## src/pidaw_pkg.sv

```systemverilog
// shared constants, types and saturation helper for the pid controller
`default_nettype none

package pidaw_pkg;

  localparam int DataWidth  = 32;
  localparam int FracBits   = 16;
  localparam int IntegWidth = 48;
  localparam int ProdWidth  = IntegWidth + DataWidth;
  localparam int MagWidth   = ProdWidth - FracBits;
  localparam int NumWidth   = DataWidth + 1;
  localparam int DivWidth   = NumWidth + FracBits;
  localparam int AddrWidth  = 5;

  typedef enum logic [2:0] {
    REG_PROP_GAIN,
    REG_INTEG_GAIN,
    REG_DERIV_GAIN,
    REG_BACKCALC_GAIN,
    REG_OUT_MIN,
    REG_OUT_MAX,
    REG_LIMIT_ENABLE,
    REG_WINDUP_MODE
  } reg_idx_e;

  typedef enum logic [1:0] {
    AW_NONE,
    AW_CALC,
    AW_COND,
    AW_FILT
  } windup_e;

  typedef struct packed {
    logic start;
    logic neg;
    logic wide;
  } unit_req_t;

  typedef struct packed {
    logic busy;
    logic done;
  } unit_sts_t;

  // signed result from sign and magnitude, saturated to 48 or 32 bits
  function automatic logic signed [IntegWidth-1:0] sat_mag(input logic neg,
                                                          input logic [MagWidth-1:0] m,
                                                          input logic wide);
    logic [MagWidth-1:0] lim;
    logic [MagWidth-1:0] mm;
    lim = wide ? (MagWidth'(1) << (IntegWidth - 1)) : (MagWidth'(1) << (DataWidth - 1));
    if (neg) begin
      mm = (m > lim) ? lim : m;
      mm = MagWidth'(0) - mm;
    end else begin
      mm = (m > lim - MagWidth'(1)) ? lim - MagWidth'(1) : m;
    end
    return mm[IntegWidth-1:0];
  endfunction

endpackage

`default_nettype wire

```

## src/pidaw_if.sv

```systemverilog
// valid/ready channel interfaces for samples and controller outputs
`default_nettype none

interface pidaw_in_if import pidaw_pkg::*; ();
  logic                        valid;
  logic                        ready;
  logic        [DataWidth-1:0] time_step;
  logic signed [DataWidth-1:0] error_in;

  modport source (output valid, time_step, error_in, input ready);
  modport sink (input valid, time_step, error_in, output ready);
endinterface

interface pidaw_out_if import pidaw_pkg::*; ();
  logic                        valid;
  logic                        ready;
  logic signed [DataWidth-1:0] drive;
  logic                        limited;

  modport source (output valid, drive, limited, input ready);
  modport sink (input valid, drive, limited, output ready);
endinterface

`default_nettype wire

```

## src/pidaw_mul.sv

```systemverilog
// bit-serial shift-add fixed point multiplier with saturation
`default_nettype none

module pidaw_mul import pidaw_pkg::*; (
  input  wire logic                         clk_i,
  input  wire logic                         rst_ni,
  input  wire unit_req_t                    req_i,
  input  wire logic      [IntegWidth-1:0]   mcand_i,
  input  wire logic      [DataWidth-1:0]    mplier_i,
  output unit_sts_t                         sts_o,
  output logic signed    [IntegWidth-1:0]   res_o
);

  logic [ProdWidth:0]             p_q;
  logic [IntegWidth-1:0]          mc_q;
  logic                           neg_q;
  logic                           wide_q;
  logic [$clog2(DataWidth)-1:0]   cnt_q;
  logic                           busy_q;
  logic                           fin_q;
  logic [IntegWidth:0]            sum;

  assign sum = p_q[ProdWidth:DataWidth] + (p_q[0] ? {1'b0, mc_q} : (IntegWidth + 1)'(0));

  always_ff @(posedge clk_i or negedge rst_ni) begin
    if (!rst_ni) begin
      busy_q <= 1'b0;
      fin_q  <= 1'b0;
      cnt_q  <= '0;
    end else begin
      fin_q <= 1'b0;
      if (req_i.start) begin
        busy_q <= 1'b1;
        cnt_q  <= '0;
      end else if (busy_q) begin
        cnt_q <= cnt_q + 1'b1;
        if (cnt_q == ($clog2(DataWidth))'(DataWidth - 1)) begin
          busy_q <= 1'b0;
          fin_q  <= 1'b1;
        end
      end
    end
  end

  always_ff @(posedge clk_i) begin
    if (req_i.start) begin
      p_q    <= {(IntegWidth + 1)'(0), mplier_i};
      mc_q   <= mcand_i;
      neg_q  <= req_i.neg;
      wide_q <= req_i.wide;
    end else if (busy_q) begin
      p_q <= {1'b0, sum, p_q[DataWidth-1:1]};
    end
  end

  assign res_o      = sat_mag(neg_q, p_q[ProdWidth-1:FracBits], wide_q);
  assign sts_o.busy = busy_q;
  assign sts_o.done = fin_q;

endmodule

`default_nettype wire

```

## src/pidaw_div.sv

```systemverilog
// restoring fixed point divider, one quotient bit per cycle, with saturation
`default_nettype none

module pidaw_div import pidaw_pkg::*; (
  input  wire logic                         clk_i,
  input  wire logic                         rst_ni,
  input  wire unit_req_t                    req_i,
  input  wire logic      [NumWidth-1:0]     num_i,
  input  wire logic      [DataWidth-1:0]    den_i,
  output unit_sts_t                         sts_o,
  output logic signed    [IntegWidth-1:0]   res_o
);

  logic [DivWidth-1:0]           dvd_q;
  logic [DataWidth-1:0]          rem_q;
  logic [DataWidth-1:0]          den_q;
  logic                          neg_q;
  logic                          wide_q;
  logic [$clog2(DivWidth)-1:0]   cnt_q;
  logic                          busy_q;
  logic                          fin_q;
  logic [DataWidth:0]            trial;
  logic [DataWidth:0]            diff;
  logic                          ge;

  assign trial = {rem_q, dvd_q[DivWidth-1]};
  assign ge    = trial >= {1'b0, den_q};
  assign diff  = trial - {1'b0, den_q};

  always_ff @(posedge clk_i or negedge rst_ni) begin
    if (!rst_ni) begin
      busy_q <= 1'b0;
      fin_q  <= 1'b0;
      cnt_q  <= '0;
    end else begin
      fin_q <= 1'b0;
      if (req_i.start) begin
        busy_q <= 1'b1;
        cnt_q  <= '0;
      end else if (busy_q) begin
        cnt_q <= cnt_q + 1'b1;
        if (cnt_q == ($clog2(DivWidth))'(DivWidth - 1)) begin
          busy_q <= 1'b0;
          fin_q  <= 1'b1;
        end
      end
    end
  end

  always_ff @(posedge clk_i) begin
    if (req_i.start) begin
      dvd_q  <= {num_i, FracBits'(0)};
      rem_q  <= '0;
      den_q  <= den_i;
      neg_q  <= req_i.neg;
      wide_q <= req_i.wide;
    end else if (busy_q) begin
      rem_q <= ge ? diff[DataWidth-1:0] : trial[DataWidth-1:0];
      dvd_q <= {dvd_q[DivWidth-2:0], ge};
    end
  end

  assign res_o      = sat_mag(neg_q, MagWidth'(dvd_q), wide_q);
  assign sts_o.busy = busy_q;
  assign sts_o.done = fin_q;

endmodule

`default_nettype wire

```

## src/pid_controller_anti_windup.sv

```systemverilog
// pid controller top level: register port, step sequencer and output register
//
// Samples (time_step, error_in) arrive on in_i, one controller output
// (drive, limited) leaves on out_o for each sample, both valid/ready
// channels; a transfer happens when valid and ready are both high.
// Gains, limits and the anti-windup mode are written over the APB-style
// port at byte address 4*index; the user must write them only while no
// sample is in flight, as the block itself does not enforce this. One
// shared shift-add multiplier and one restoring divider do all the
// arithmetic in turn, plus a divide in calculation anti-windup mode when
// limiting is on with a nonzero integral gain; a zero time step skips the arithmetic.
// in_i.ready is high only while the sequencer is idle. The finished result
// sits in an output register; a stalled receiver holds it there while the
// next sample is taken, and the sequencer waits at its end until it drains.
// Reset clears the controller state, loads the register defaults and
// empties the output register.
`default_nettype none

module pid_controller_anti_windup import pidaw_pkg::*; (
  input  wire logic                   clk_i,
  input  wire logic                   rst_ni,
  input  wire logic                   psel,
  input  wire logic                   penable,
  input  wire logic                   pwrite,
  input  wire logic [AddrWidth-1:0]   paddr,
  input  wire logic [DataWidth-1:0]   pwdata,
  output logic      [DataWidth-1:0]   prdata,
  output logic                        pready,
  pidaw_in_if.sink                    in_i,
  pidaw_out_if.source                 out_o
);

  typedef enum logic [3:0] {
    ST_IDLE,
    ST_BC,
    ST_INC,
    ST_DER,
    ST_PROP,
    ST_DGAIN,
    ST_IGAIN,
    ST_LIMIT,
    ST_AW,
    ST_DONE
  } state_e;

  localparam logic signed [DataWidth-1:0] MaxD = {1'b0, {(DataWidth - 1){1'b1}}};
  localparam logic signed [DataWidth-1:0] MinD = {1'b1, {(DataWidth - 1){1'b0}}};

  function automatic logic signed [DataWidth-1:0] sat_d(input logic signed [DataWidth:0] v);
    if (v[DataWidth] != v[DataWidth-1]) begin
      return v[DataWidth] ? MinD : MaxD;
    end
    return v[DataWidth-1:0];
  endfunction

  function automatic logic signed [IntegWidth-1:0] sat_i(
      input logic signed [IntegWidth:0] v);
    if (v[IntegWidth] != v[IntegWidth-1]) begin
      return v[IntegWidth] ? {1'b1, {(IntegWidth - 1){1'b0}}}
                           : {1'b0, {(IntegWidth - 1){1'b1}}};
    end
    return v[IntegWidth-1:0];
  endfunction

  function automatic logic signed [DataWidth:0] ext_d(input logic signed [DataWidth-1:0] v);
    return {v[DataWidth-1], v};
  endfunction

  function automatic logic [DataWidth-1:0] mag_d(input logic signed [DataWidth-1:0] v);
    return v[DataWidth-1] ? DataWidth'(-v) : v;
  endfunction

  function automatic logic [IntegWidth-1:0] mag_i(input logic signed [IntegWidth-1:0] v);
    return v[IntegWidth-1] ? IntegWidth'(-v) : v;
  endfunction

  function automatic logic [NumWidth-1:0] mag_n(input logic signed [NumWidth-1:0] v);
    return v[NumWidth-1] ? NumWidth'(-v) : v;
  endfunction

  function automatic logic signed [DataWidth-1:0] clampv(input logic signed [DataWidth-1:0] v,
                                                       input logic signed [DataWidth-1:0] mn,
                                                       input logic signed [DataWidth-1:0] mx);
    if (v < mn) begin
      return mn;
    end
    if (v > mx) begin
      return mx;
    end
    return v;
  endfunction

  state_e                        state_q;
  logic                          issued_q;

  logic signed [DataWidth-1:0]   kp_q, ki_q, kd_q, kb_q, min_q, max_q;
  logic                          len_q;
  windup_e                       mode_q;

  logic        [DataWidth-1:0]   dt_q;
  logic signed [DataWidth-1:0]   e_q;
  logic signed [IntegWidth-1:0]  integ_q;
  logic signed [IntegWidth-1:0]  old_int_q;
  logic signed [DataWidth-1:0]   prev_q;
  logic signed [DataWidth-1:0]   excess_q;
  logic signed [DataWidth-1:0]   held_q;
  logic signed [DataWidth-1:0]   tmp_q;
  logic signed [DataWidth-1:0]   d_q;
  logic signed [DataWidth-1:0]   pd_q;
  logic signed [DataWidth-1:0]   value_q;
  logic signed [NumWidth-1:0]    awnum_q;
  logic                          lim_q;

  logic                          out_valid_q;
  logic signed [DataWidth-1:0]   drive_q;
  logic                          limited_q;

  unit_req_t                     mul_req, div_req;
  unit_sts_t                     mul_sts, div_sts;
  logic        [IntegWidth-1:0]  mcand;
  logic        [DataWidth-1:0]   mplier;
  logic        [NumWidth-1:0]    num;
  logic        [DataWidth-1:0]   den;
  logic signed [IntegWidth-1:0]  mul_res, div_res;
  logic signed [NumWidth-1:0]    err_diff;
  logic signed [DataWidth-1:0]   clamped;
  logic                          cfg_wr;

  assign err_diff = ext_d(e_q) - ext_d(prev_q);
  assign clamped  = clampv(value_q, min_q, max_q);
  assign cfg_wr   = psel && penable && pwrite;

  always_comb begin
    mul_req = '0;
    div_req = '0;
    mcand   = '0;
    mplier  = '0;
    num     = '0;
    den     = '0;
    case (state_q)
      ST_BC: begin
        mul_req.start = !issued_q;
        mul_req.neg   = kb_q[DataWidth-1] ^ excess_q[DataWidth-1];
        mcand         = IntegWidth'(mag_d(excess_q));
        mplier        = mag_d(kb_q);
      end
      ST_INC: begin
        mul_req.start = !issued_q;
        mul_req.neg   = tmp_q[DataWidth-1];
        mul_req.wide  = 1'b1;
        mcand         = IntegWidth'(mag_d(tmp_q));
        mplier        = dt_q;
      end
      ST_DER: begin
        div_req.start = !issued_q;
        div_req.neg   = err_diff[NumWidth-1];
        num           = mag_n(err_diff);
        den           = dt_q;
      end
      ST_PROP: begin
        mul_req.start = !issued_q;
        mul_req.neg   = kp_q[DataWidth-1] ^ e_q[DataWidth-1];
        mcand         = IntegWidth'(mag_d(e_q));
        mplier        = mag_d(kp_q);
      end
      ST_DGAIN: begin
        mul_req.start = !issued_q;
        mul_req.neg   = kd_q[DataWidth-1] ^ d_q[DataWidth-1];
        mcand         = IntegWidth'(mag_d(d_q));
        mplier        = mag_d(kd_q);
      end
      ST_IGAIN: begin
        mul_req.start = !issued_q;
        mul_req.neg   = ki_q[DataWidth-1] ^ integ_q[IntegWidth-1];
        mcand         = mag_i(integ_q);
        mplier        = mag_d(ki_q);
      end
      ST_AW: begin
        div_req.start = !issued_q;
        div_req.neg   = awnum_q[NumWidth-1] ^ ki_q[DataWidth-1];
        div_req.wide  = 1'b1;
        num           = mag_n(awnum_q);
        den           = mag_d(ki_q);
      end
      default: begin
      end
    endcase
  end

  pidaw_mul u_mul (
    .clk_i    (clk_i),
    .rst_ni   (rst_ni),
    .req_i    (mul_req),
    .mcand_i  (mcand),
    .mplier_i (mplier),
    .sts_o    (mul_sts),
    .res_o    (mul_res)
  );

  pidaw_div u_div (
    .clk_i  (clk_i),
    .rst_ni (rst_ni),
    .req_i  (div_req),
    .num_i  (num),
    .den_i  (den),
    .sts_o  (div_sts),
    .res_o  (div_res)
  );

  always_ff @(posedge clk_i or negedge rst_ni) begin
    if (!rst_ni) begin
      state_q     <= ST_IDLE;
      issued_q    <= 1'b0;
      kp_q        <= '0;
      ki_q        <= '0;
      kd_q        <= '0;
      kb_q        <= '0;
      min_q       <= MinD;
      max_q       <= MaxD;
      len_q       <= 1'b0;
      mode_q      <= AW_NONE;
      dt_q        <= '0;
      e_q         <= '0;
      integ_q     <= '0;
      old_int_q   <= '0;
      prev_q      <= '0;
      excess_q    <= '0;
      held_q      <= '0;
      tmp_q       <= '0;
      d_q         <= '0;
      pd_q        <= '0;
      value_q     <= '0;
      awnum_q     <= '0;
      lim_q       <= 1'b0;
      out_valid_q <= 1'b0;
      drive_q     <= '0;
      limited_q   <= 1'b0;
    end else begin
      if (cfg_wr) begin
        case (reg_idx_e'(paddr[AddrWidth-1:2]))
          REG_PROP_GAIN:     kp_q   <= pwdata;
          REG_INTEG_GAIN:    ki_q   <= pwdata;
          REG_DERIV_GAIN:    kd_q   <= pwdata;
          REG_BACKCALC_GAIN: kb_q   <= pwdata;
          REG_OUT_MIN:       min_q  <= pwdata;
          REG_OUT_MAX:       max_q  <= pwdata;
          REG_LIMIT_ENABLE:  len_q  <= pwdata[0];
          REG_WINDUP_MODE:   mode_q <= windup_e'(pwdata[1:0]);
          default: begin
          end
        endcase
      end

      if (out_valid_q && out_o.ready && state_q != ST_DONE) begin
        out_valid_q <= 1'b0;
      end

      if (mul_req.start || div_req.start) begin
        issued_q <= 1'b1;
      end

      case (state_q)
        ST_IDLE: begin
          if (in_i.valid) begin
            dt_q     <= in_i.time_step;
            e_q      <= in_i.error_in;
            lim_q    <= 1'b0;
            issued_q <= 1'b0;
            state_q  <= (in_i.time_step == '0) ? ST_DONE : ST_BC;
          end
        end
        ST_BC: begin
          if (mul_sts.done) begin
            tmp_q    <= sat_d(ext_d(e_q) - ext_d(mul_res[DataWidth-1:0]));
            issued_q <= 1'b0;
            state_q  <= ST_INC;
          end
        end
        ST_INC: begin
          if (mul_sts.done) begin
            old_int_q <= integ_q;
            integ_q   <= sat_i({integ_q[IntegWidth-1], integ_q}
                               + {mul_res[IntegWidth-1], mul_res});
            issued_q  <= 1'b0;
            state_q   <= ST_DER;
          end
        end
        ST_DER: begin
          if (div_sts.done) begin
            d_q      <= div_res[DataWidth-1:0];
            prev_q   <= e_q;
            issued_q <= 1'b0;
            state_q  <= ST_PROP;
          end
        end
        ST_PROP: begin
          if (mul_sts.done) begin
            tmp_q    <= mul_res[DataWidth-1:0];
            issued_q <= 1'b0;
            state_q  <= ST_DGAIN;
          end
        end
        ST_DGAIN: begin
          if (mul_sts.done) begin
            pd_q     <= sat_d(ext_d(tmp_q) + ext_d(mul_res[DataWidth-1:0]));
            issued_q <= 1'b0;
            state_q  <= ST_IGAIN;
          end
        end
        ST_IGAIN: begin
          if (mul_sts.done) begin
            value_q  <= sat_d(ext_d(pd_q) + ext_d(mul_res[DataWidth-1:0]));
            issued_q <= 1'b0;
            state_q  <= ST_LIMIT;
          end
        end
        ST_LIMIT: begin
          state_q <= ST_DONE;
          if (len_q) begin
            held_q <= clamped;
            lim_q  <= clamped != value_q;
            case (mode_q)
              AW_CALC: begin
                if (ki_q != '0) begin
                  awnum_q <= ext_d(clamped) - ext_d(clampv(pd_q, min_q, max_q));
                  state_q <= ST_AW;
                end
              end
              AW_COND: begin
                if (clamped != value_q) begin
                  integ_q <= old_int_q;
                end
              end
              AW_FILT: begin
                excess_q <= sat_d(ext_d(value_q) - ext_d(clamped));
              end
              default: begin
              end
            endcase
          end else begin
            held_q <= value_q;
          end
        end
        ST_AW: begin
          if (div_sts.done) begin
            integ_q  <= div_res;
            issued_q <= 1'b0;
            state_q  <= ST_DONE;
          end
        end
        ST_DONE: begin
          if (!out_valid_q || out_o.ready) begin
            out_valid_q <= 1'b1;
            drive_q     <= held_q;
            limited_q   <= lim_q;
            state_q     <= ST_IDLE;
          end
        end
        default: begin
          state_q <= ST_IDLE;
        end
      endcase
    end
  end

  always_comb begin
    case (reg_idx_e'(paddr[AddrWidth-1:2]))
      REG_PROP_GAIN:     prdata = kp_q;
      REG_INTEG_GAIN:    prdata = ki_q;
      REG_DERIV_GAIN:    prdata = kd_q;
      REG_BACKCALC_GAIN: prdata = kb_q;
      REG_OUT_MIN:       prdata = min_q;
      REG_OUT_MAX:       prdata = max_q;
      REG_LIMIT_ENABLE:  prdata = DataWidth'(len_q);
      REG_WINDUP_MODE:   prdata = DataWidth'(mode_q);
      default:           prdata = '0;
    endcase
  end

  assign pready        = 1'b1;
  assign in_i.ready    = state_q == ST_IDLE;
  assign out_o.valid   = out_valid_q;
  assign out_o.drive   = drive_q;
  assign out_o.limited = limited_q;

  a_units_exclusive: assert property (@(posedge clk_i) disable iff (!rst_ni)
    !(mul_sts.busy && div_sts.busy))
    else $error("multiplier and divider busy together");

  a_drive_is_held: assert property (@(posedge clk_i) disable iff (!rst_ni)
    $rose(out_valid_q) |-> drive_q == held_q)
    else $error("new result does not match held output");

  a_limited_needs_enable: assert property (@(posedge clk_i) disable iff (!rst_ni)
    out_valid_q && limited_q |-> len_q)
    else $error("limited flag without limiting enabled");

  a_no_start_when_busy: assert property (@(posedge clk_i) disable iff (!rst_ni)
    mul_req.start |-> !mul_sts.busy)
    else $error("multiplier restarted while busy");

endmodule

`default_nettype wire

```

## src/flat_wrapper.sv

```systemverilog
// flat-port wrapper written by rule: the top's interface ports become plain ports
module pid_controller_anti_windup_flat import pidaw_pkg::*;
  (clk_i, rst_ni, psel, penable, pwrite, paddr, pwdata, prdata, pready, in_i_valid, in_i_time_step, in_i_error_in, in_i_ready, out_o_valid, out_o_drive, out_o_limited, out_o_ready);
  pidaw_in_if in_i_i ();
  pidaw_out_if out_o_i ();
  input  wire logic clk_i;
  input  wire logic rst_ni;
  input  wire logic psel;
  input  wire logic penable;
  input  wire logic pwrite;
  input  wire logic [AddrWidth-1:0] paddr;
  input  wire logic [DataWidth-1:0] pwdata;
  output logic      [DataWidth-1:0] prdata;
  output logic pready;
  input wire logic [$bits(in_i_i.valid)-1:0] in_i_valid;
  input wire logic [$bits(in_i_i.time_step)-1:0] in_i_time_step;
  input wire logic [$bits(in_i_i.error_in)-1:0] in_i_error_in;
  output wire logic [$bits(in_i_i.ready)-1:0] in_i_ready;
  output wire logic [$bits(out_o_i.valid)-1:0] out_o_valid;
  output wire logic [$bits(out_o_i.drive)-1:0] out_o_drive;
  output wire logic [$bits(out_o_i.limited)-1:0] out_o_limited;
  input wire logic [$bits(out_o_i.ready)-1:0] out_o_ready;
  assign in_i_i.valid = in_i_valid;
  assign in_i_i.time_step = in_i_time_step;
  assign in_i_i.error_in = in_i_error_in;
  assign in_i_ready = in_i_i.ready;
  assign out_o_valid = out_o_i.valid;
  assign out_o_drive = out_o_i.drive;
  assign out_o_limited = out_o_i.limited;
  assign out_o_i.ready = out_o_ready;
  pid_controller_anti_windup u_core (.clk_i(clk_i), .rst_ni(rst_ni), .psel(psel), .penable(penable), .pwrite(pwrite), .paddr(paddr), .pwdata(pwdata), .prdata(prdata), .pready(pready), .in_i(in_i_i), .out_o(out_o_i));
endmodule
```

## config.mk

```make
export PLATFORM = sky130hd
export DESIGN_NAME = pid_controller_anti_windup_flat
export DESIGN_NICKNAME = d
export VERILOG_FILES = /design/src/pidaw_pkg.sv /design/src/pidaw_if.sv /design/src/pidaw_mul.sv /design/src/pidaw_div.sv /design/src/pid_controller_anti_windup.sv /design/src/flat_wrapper.sv
export SDC_FILE = /design/constraint.sdc
export NUM_CORES = 2
export LEC_CHECK = 0
export BUFFER_PORTS_ARGS = -buffer_cell sky130_fd_sc_hd__buf_2
export CELL_PAD_IN_SITES_DETAIL_PLACEMENT = 0
export CELL_PAD_IN_SITES_GLOBAL_PLACEMENT = 1
export CORE_MARGIN = 4
export CORE_UTILIZATION = 25
export CTS_CLUSTER_DIAMETER = 80
export CTS_CLUSTER_SIZE = 24
export DETAILED_ROUTE_END_ITERATION = 10
export PLACE_DENSITY = 0.5
export RECOVER_POWER = 50
export SYNTH_ARGS = -nofsm -noshare
export SYNTH_HDL_FRONTEND = slang
export SYNTH_SLANG_ARGS = --single-unit
export TNS_END_PERCENT = 30
```

## constraint.sdc

```tcl
create_clock -name clk_i -period 10.4 [get_ports clk_i]
set_input_delay 2.08 -clock clk_i [delete_from_list [all_inputs] [get_ports clk_i]]
set_output_delay 2.08 -clock clk_i [all_outputs]
set_load 0.02 [all_outputs]
```

==> metrics.md <==
| Metric | Value |
|---|---|
| Cell Rows | `197` |
| Via count | `66.7k` |
| DP Area | `77900 um2` |
| Synthesized Nets | `9019` |
| Setup Buffers After CTS | `0` |
| Clk Latency, worst-skew pair | `0.87 ns` |
| MaxCap Viol Count | `26` |
| Worst-path maximum fanout | `25` |
| Failing checks | `capacitance limit, slew limit` |
| Layout cells sized above 1 | `11.8%` |
| Fin area | `81300 um2` |
| Hold Path Depth | `2` |
| Setup WS post-layout | `0.927 ns` |
| Worst Skew | `0.0755 ns` |
| Syn Inst Count | `8403` |
| DRC viols | `0` |
| Root Buffer | `clkbuf_16` |
| Clock period minus worst slack | `9.47 ns` |
| Drt via density | `5.44` |
| Post-cts resize count | `0` |
| Critical Path Start | `u_core.u_mul.p_q[24]` |
| Register area share after synthesis | `31.9%` |
| DR pass1 iterations | `6` |
| FMAX | `0.106 GHz` |
| YS warnings | `0` |
| Power Dens Cells | `328 nW/um2` |
| Status | `finished, violations left` |
| H-tree depth | `3` |
| Synth Flop Type | `dfrtp_1` |
| Initial antenna violation count | `24` |
| Endpoints failing setup | `0` |
| Clock sinks | `912` |
| First-pass GRT wire length | `483000 um` |
| LEAKAGE | `35.2 nW` |
| Die X | `546 um` |
| Slew headroom | `-189%` |
| Slew @ Worst Pin | `4.34 ns` |
| Drt initial violations | `5752` |
| EDFF count, synth | `149` |
| Total GRT Usage | `22.0%` |
| Synthesized cell area | `72400 um2` |
| Worst Reg-to-Reg Cells | `27` |
| Max rail drop VDD | `0.000173 V` |
| Clk pin slew, worst setup/hold paths | `0.08 ns` |
| Antenna Nets Post-Route | `0` |
| Vias in the first global route | `63.4k` |
| Worst Hold Class | `flip-flop to flip-flop` |
| Die area | `298000 um2` |
| Synth cell types | `103` |
| Critical Path Sink Type | `flip-flop` |
| TritonCTS clock tree | `done` |
| WP data required | `11.10 ns` |
| Max-slew violation count | `1310` |
| Final nets | `9012` |
| Crit share post-route | `91.1%` |
| Flops & latches, synth | `912` |
| Detailed-route wire length | `343000 um` |
| RSZ-0062 raised after global routing | `false` |
| Syn avg cell area | `8.62 um2` |
| Layout area overhead | `12.2%` |
| Post-synth ARST share | `73.1%` |
| Bufs on Longest Clock Path | `4` |
| Crit start category | `flip-flop` |
| Final Hold Viols | `0` |
| DPL Wire Length | `269000 um` |
| # IOs | `176` |
| Largest net degree at the start of global routing | `124` |
| Pre-CTS setup slack | `1.04 ns` |
| Gr ovfl total | `0` |
| Gpl congestion | `0.923` |
| Num CTS Buffers | `98` |
| Setup TNS | `0 ns` |
| I/O Buffers | `172` |
| Data arrival, critical path | `10.17 ns` |
| CP Class | `flip-flop to flip-flop` |
| Hold buffers post-CTS | `0` |
| Die height | `546 um` |
| Wirelength per Cell | `28.0 um` |
| Core Box Area | `288000 um2` |
| Hold Crit Start | `u_core.u_div.rem_q[31]` |
| Initial core utilization | `25.1%` |
| RR Startpoint | `u_core.u_mul.p_q[24]` |
cell families after synthesis:
family | count (synthesis) | share of synthesized area (%)
adder cells (fa/ha/maj) | 534 | 9.23
buffers and inverters | 783 | 4.11
multiplexers | 557 | 8.34
flip-flops | 912 | 31.9
XOR/XNOR | 614 | 7.43
AND/OR/NAND/NOR | 2348 | 15.5
AO/OA/AOI/OAI | 2654 | 23.5
other | 1 | 0.00518
worst max-delay path: stages, from the launching register on:
cell and delay (ns):
edfxtp_1 0.52, or3_1 0.49, nor4_4 0.37, nand2_1 0.19, nor4_4 0.51, nand2_1 0.20, a21oi_4 0.26, nand2_1 0.09
ha_1 0.56, inv_1 0.50, nand2_1 0.45, nand2_1 0.16, a21oi_1 0.08, o22ai_1 0.64, inv_1 0.48, ha_1 0.59
nand3_1 0.13, or2_1 0.24, a211o_1 0.23, a21oi_1 0.19, o211ai_1 0.24, a2111oi_2 0.62, o21a_1 0.19, or2_1 0.61
nor2_1 0.12, buf_4 0.24, a222oi_1 0.30, a21oi_1 0.14
metal layers:
| metal | track usage [%] | share of wire (%) | wire (um) | vias to the layer above |
|---|---|---|---|---|
| li1 | - | - | - | 30900 |
| met1 | 30.1 | 45 | 154000 | 33200 |
| met5 | 0 | 0.011 | 38 | - |
| met3 | 2.66 | 5.3 | 18000 | 480 |
| met4 | 9.91 | 5.1 | 17600 | 6 |
| met2 | 34.7 | 45 | 153000 | 2090 |
final timing paths:
path,to,slack (ns)
setup / recovery,u_core.integ_q[24],0.93
hold / removal,u_core.u_div.rem_q[31],0.48
setup reg to reg,u_core.integ_q[24],0.93
hold reg to reg,u_core.u_div.rem_q[31],0.48
max in group asynchronous,u_core.kb_q[11],1.91
min in group asynchronous,u_core.e_q[26],2.77
through the flow:
step	instances	hold slack, ns	power [W]	util [%]
6_report	12300	0.480	0.0267	28.2
5_1_grt	12300	0.500	0.0285	28.2
4_1_cts	12300	0.475	0.0267	28.3
3_5_place_dp	12100	0.468	0.0226	27.0
3_3_place_gp	12100	0.465	0.0226	27.0
2_1_floorplan	8403	0.439	0.0165	-
synth_stat cells, drive strengths merged, types with 122 or more instances:
| cell | instances | area (um2) |
|---|---|---|
| o22ai | 122 | 763 |
| nand2 | 762 | 2860 |
| xor2 | 307 | 2690 |
| nor3 | 145 | 736 |
| xnor2 | 307 | 2700 |
| inv | 336 | 1260 |
| clkbuf | 386 | 1450 |
| mux2i | 183 | 1830 |
| mux2 | 374 | 4210 |
| o21ai | 752 | 3760 |
| nor2 | 618 | 2320 |
| o31ai | 155 | 1170 |
| edfxtp | 149 | 4470 |
| a21o | 263 | 1970 |
| ha | 499 | 6240 |
| a21oi | 571 | 2860 |
| nand3 | 123 | 616 |
| dfrtp | 635 | 15900 |
layout make-up:
class                   count  area, um2
flip-flops and latches    912      23100
clock buffers             110       2630
multi-input cells        6708      46600
clock inverters            68        860
diodes                     11       27.5
well taps                3781       4730
repair buffers            336       1980
fillers                 30700     207000
inverters                 340       1280
power by group:
group	total [W]	internal, W	leakage [nW]	switching, W
clock network	0.00393	0.00201	1.68	0.00192
logic	0.0162	0.00591	22.6	0.0103
registers	0.00655	0.00477	10.9	0.00179
state kept, by name, indices dropped and copies added (netlist names), 33 cells and up:
register            count
u_core.old_int_q       48
u_core.u_mul.mc_q      48
u_core.integ_q         48
u_core.u_mul.p_q       80
u_core.u_div.dvd_q     49
u_core.awnum_q         33
cell usage in the layout, fill, tap and decap left out, drive strengths merged, types with 291 or more instances in the layout:
cell type  count
a21oi        571
buf          291
dfrtp        635
ha           499
inv          368
mux2         374
nand2        762
nor2         618
o21ai        752
xnor2        307
xor2         307
Power figures use the tool's default switching activity.
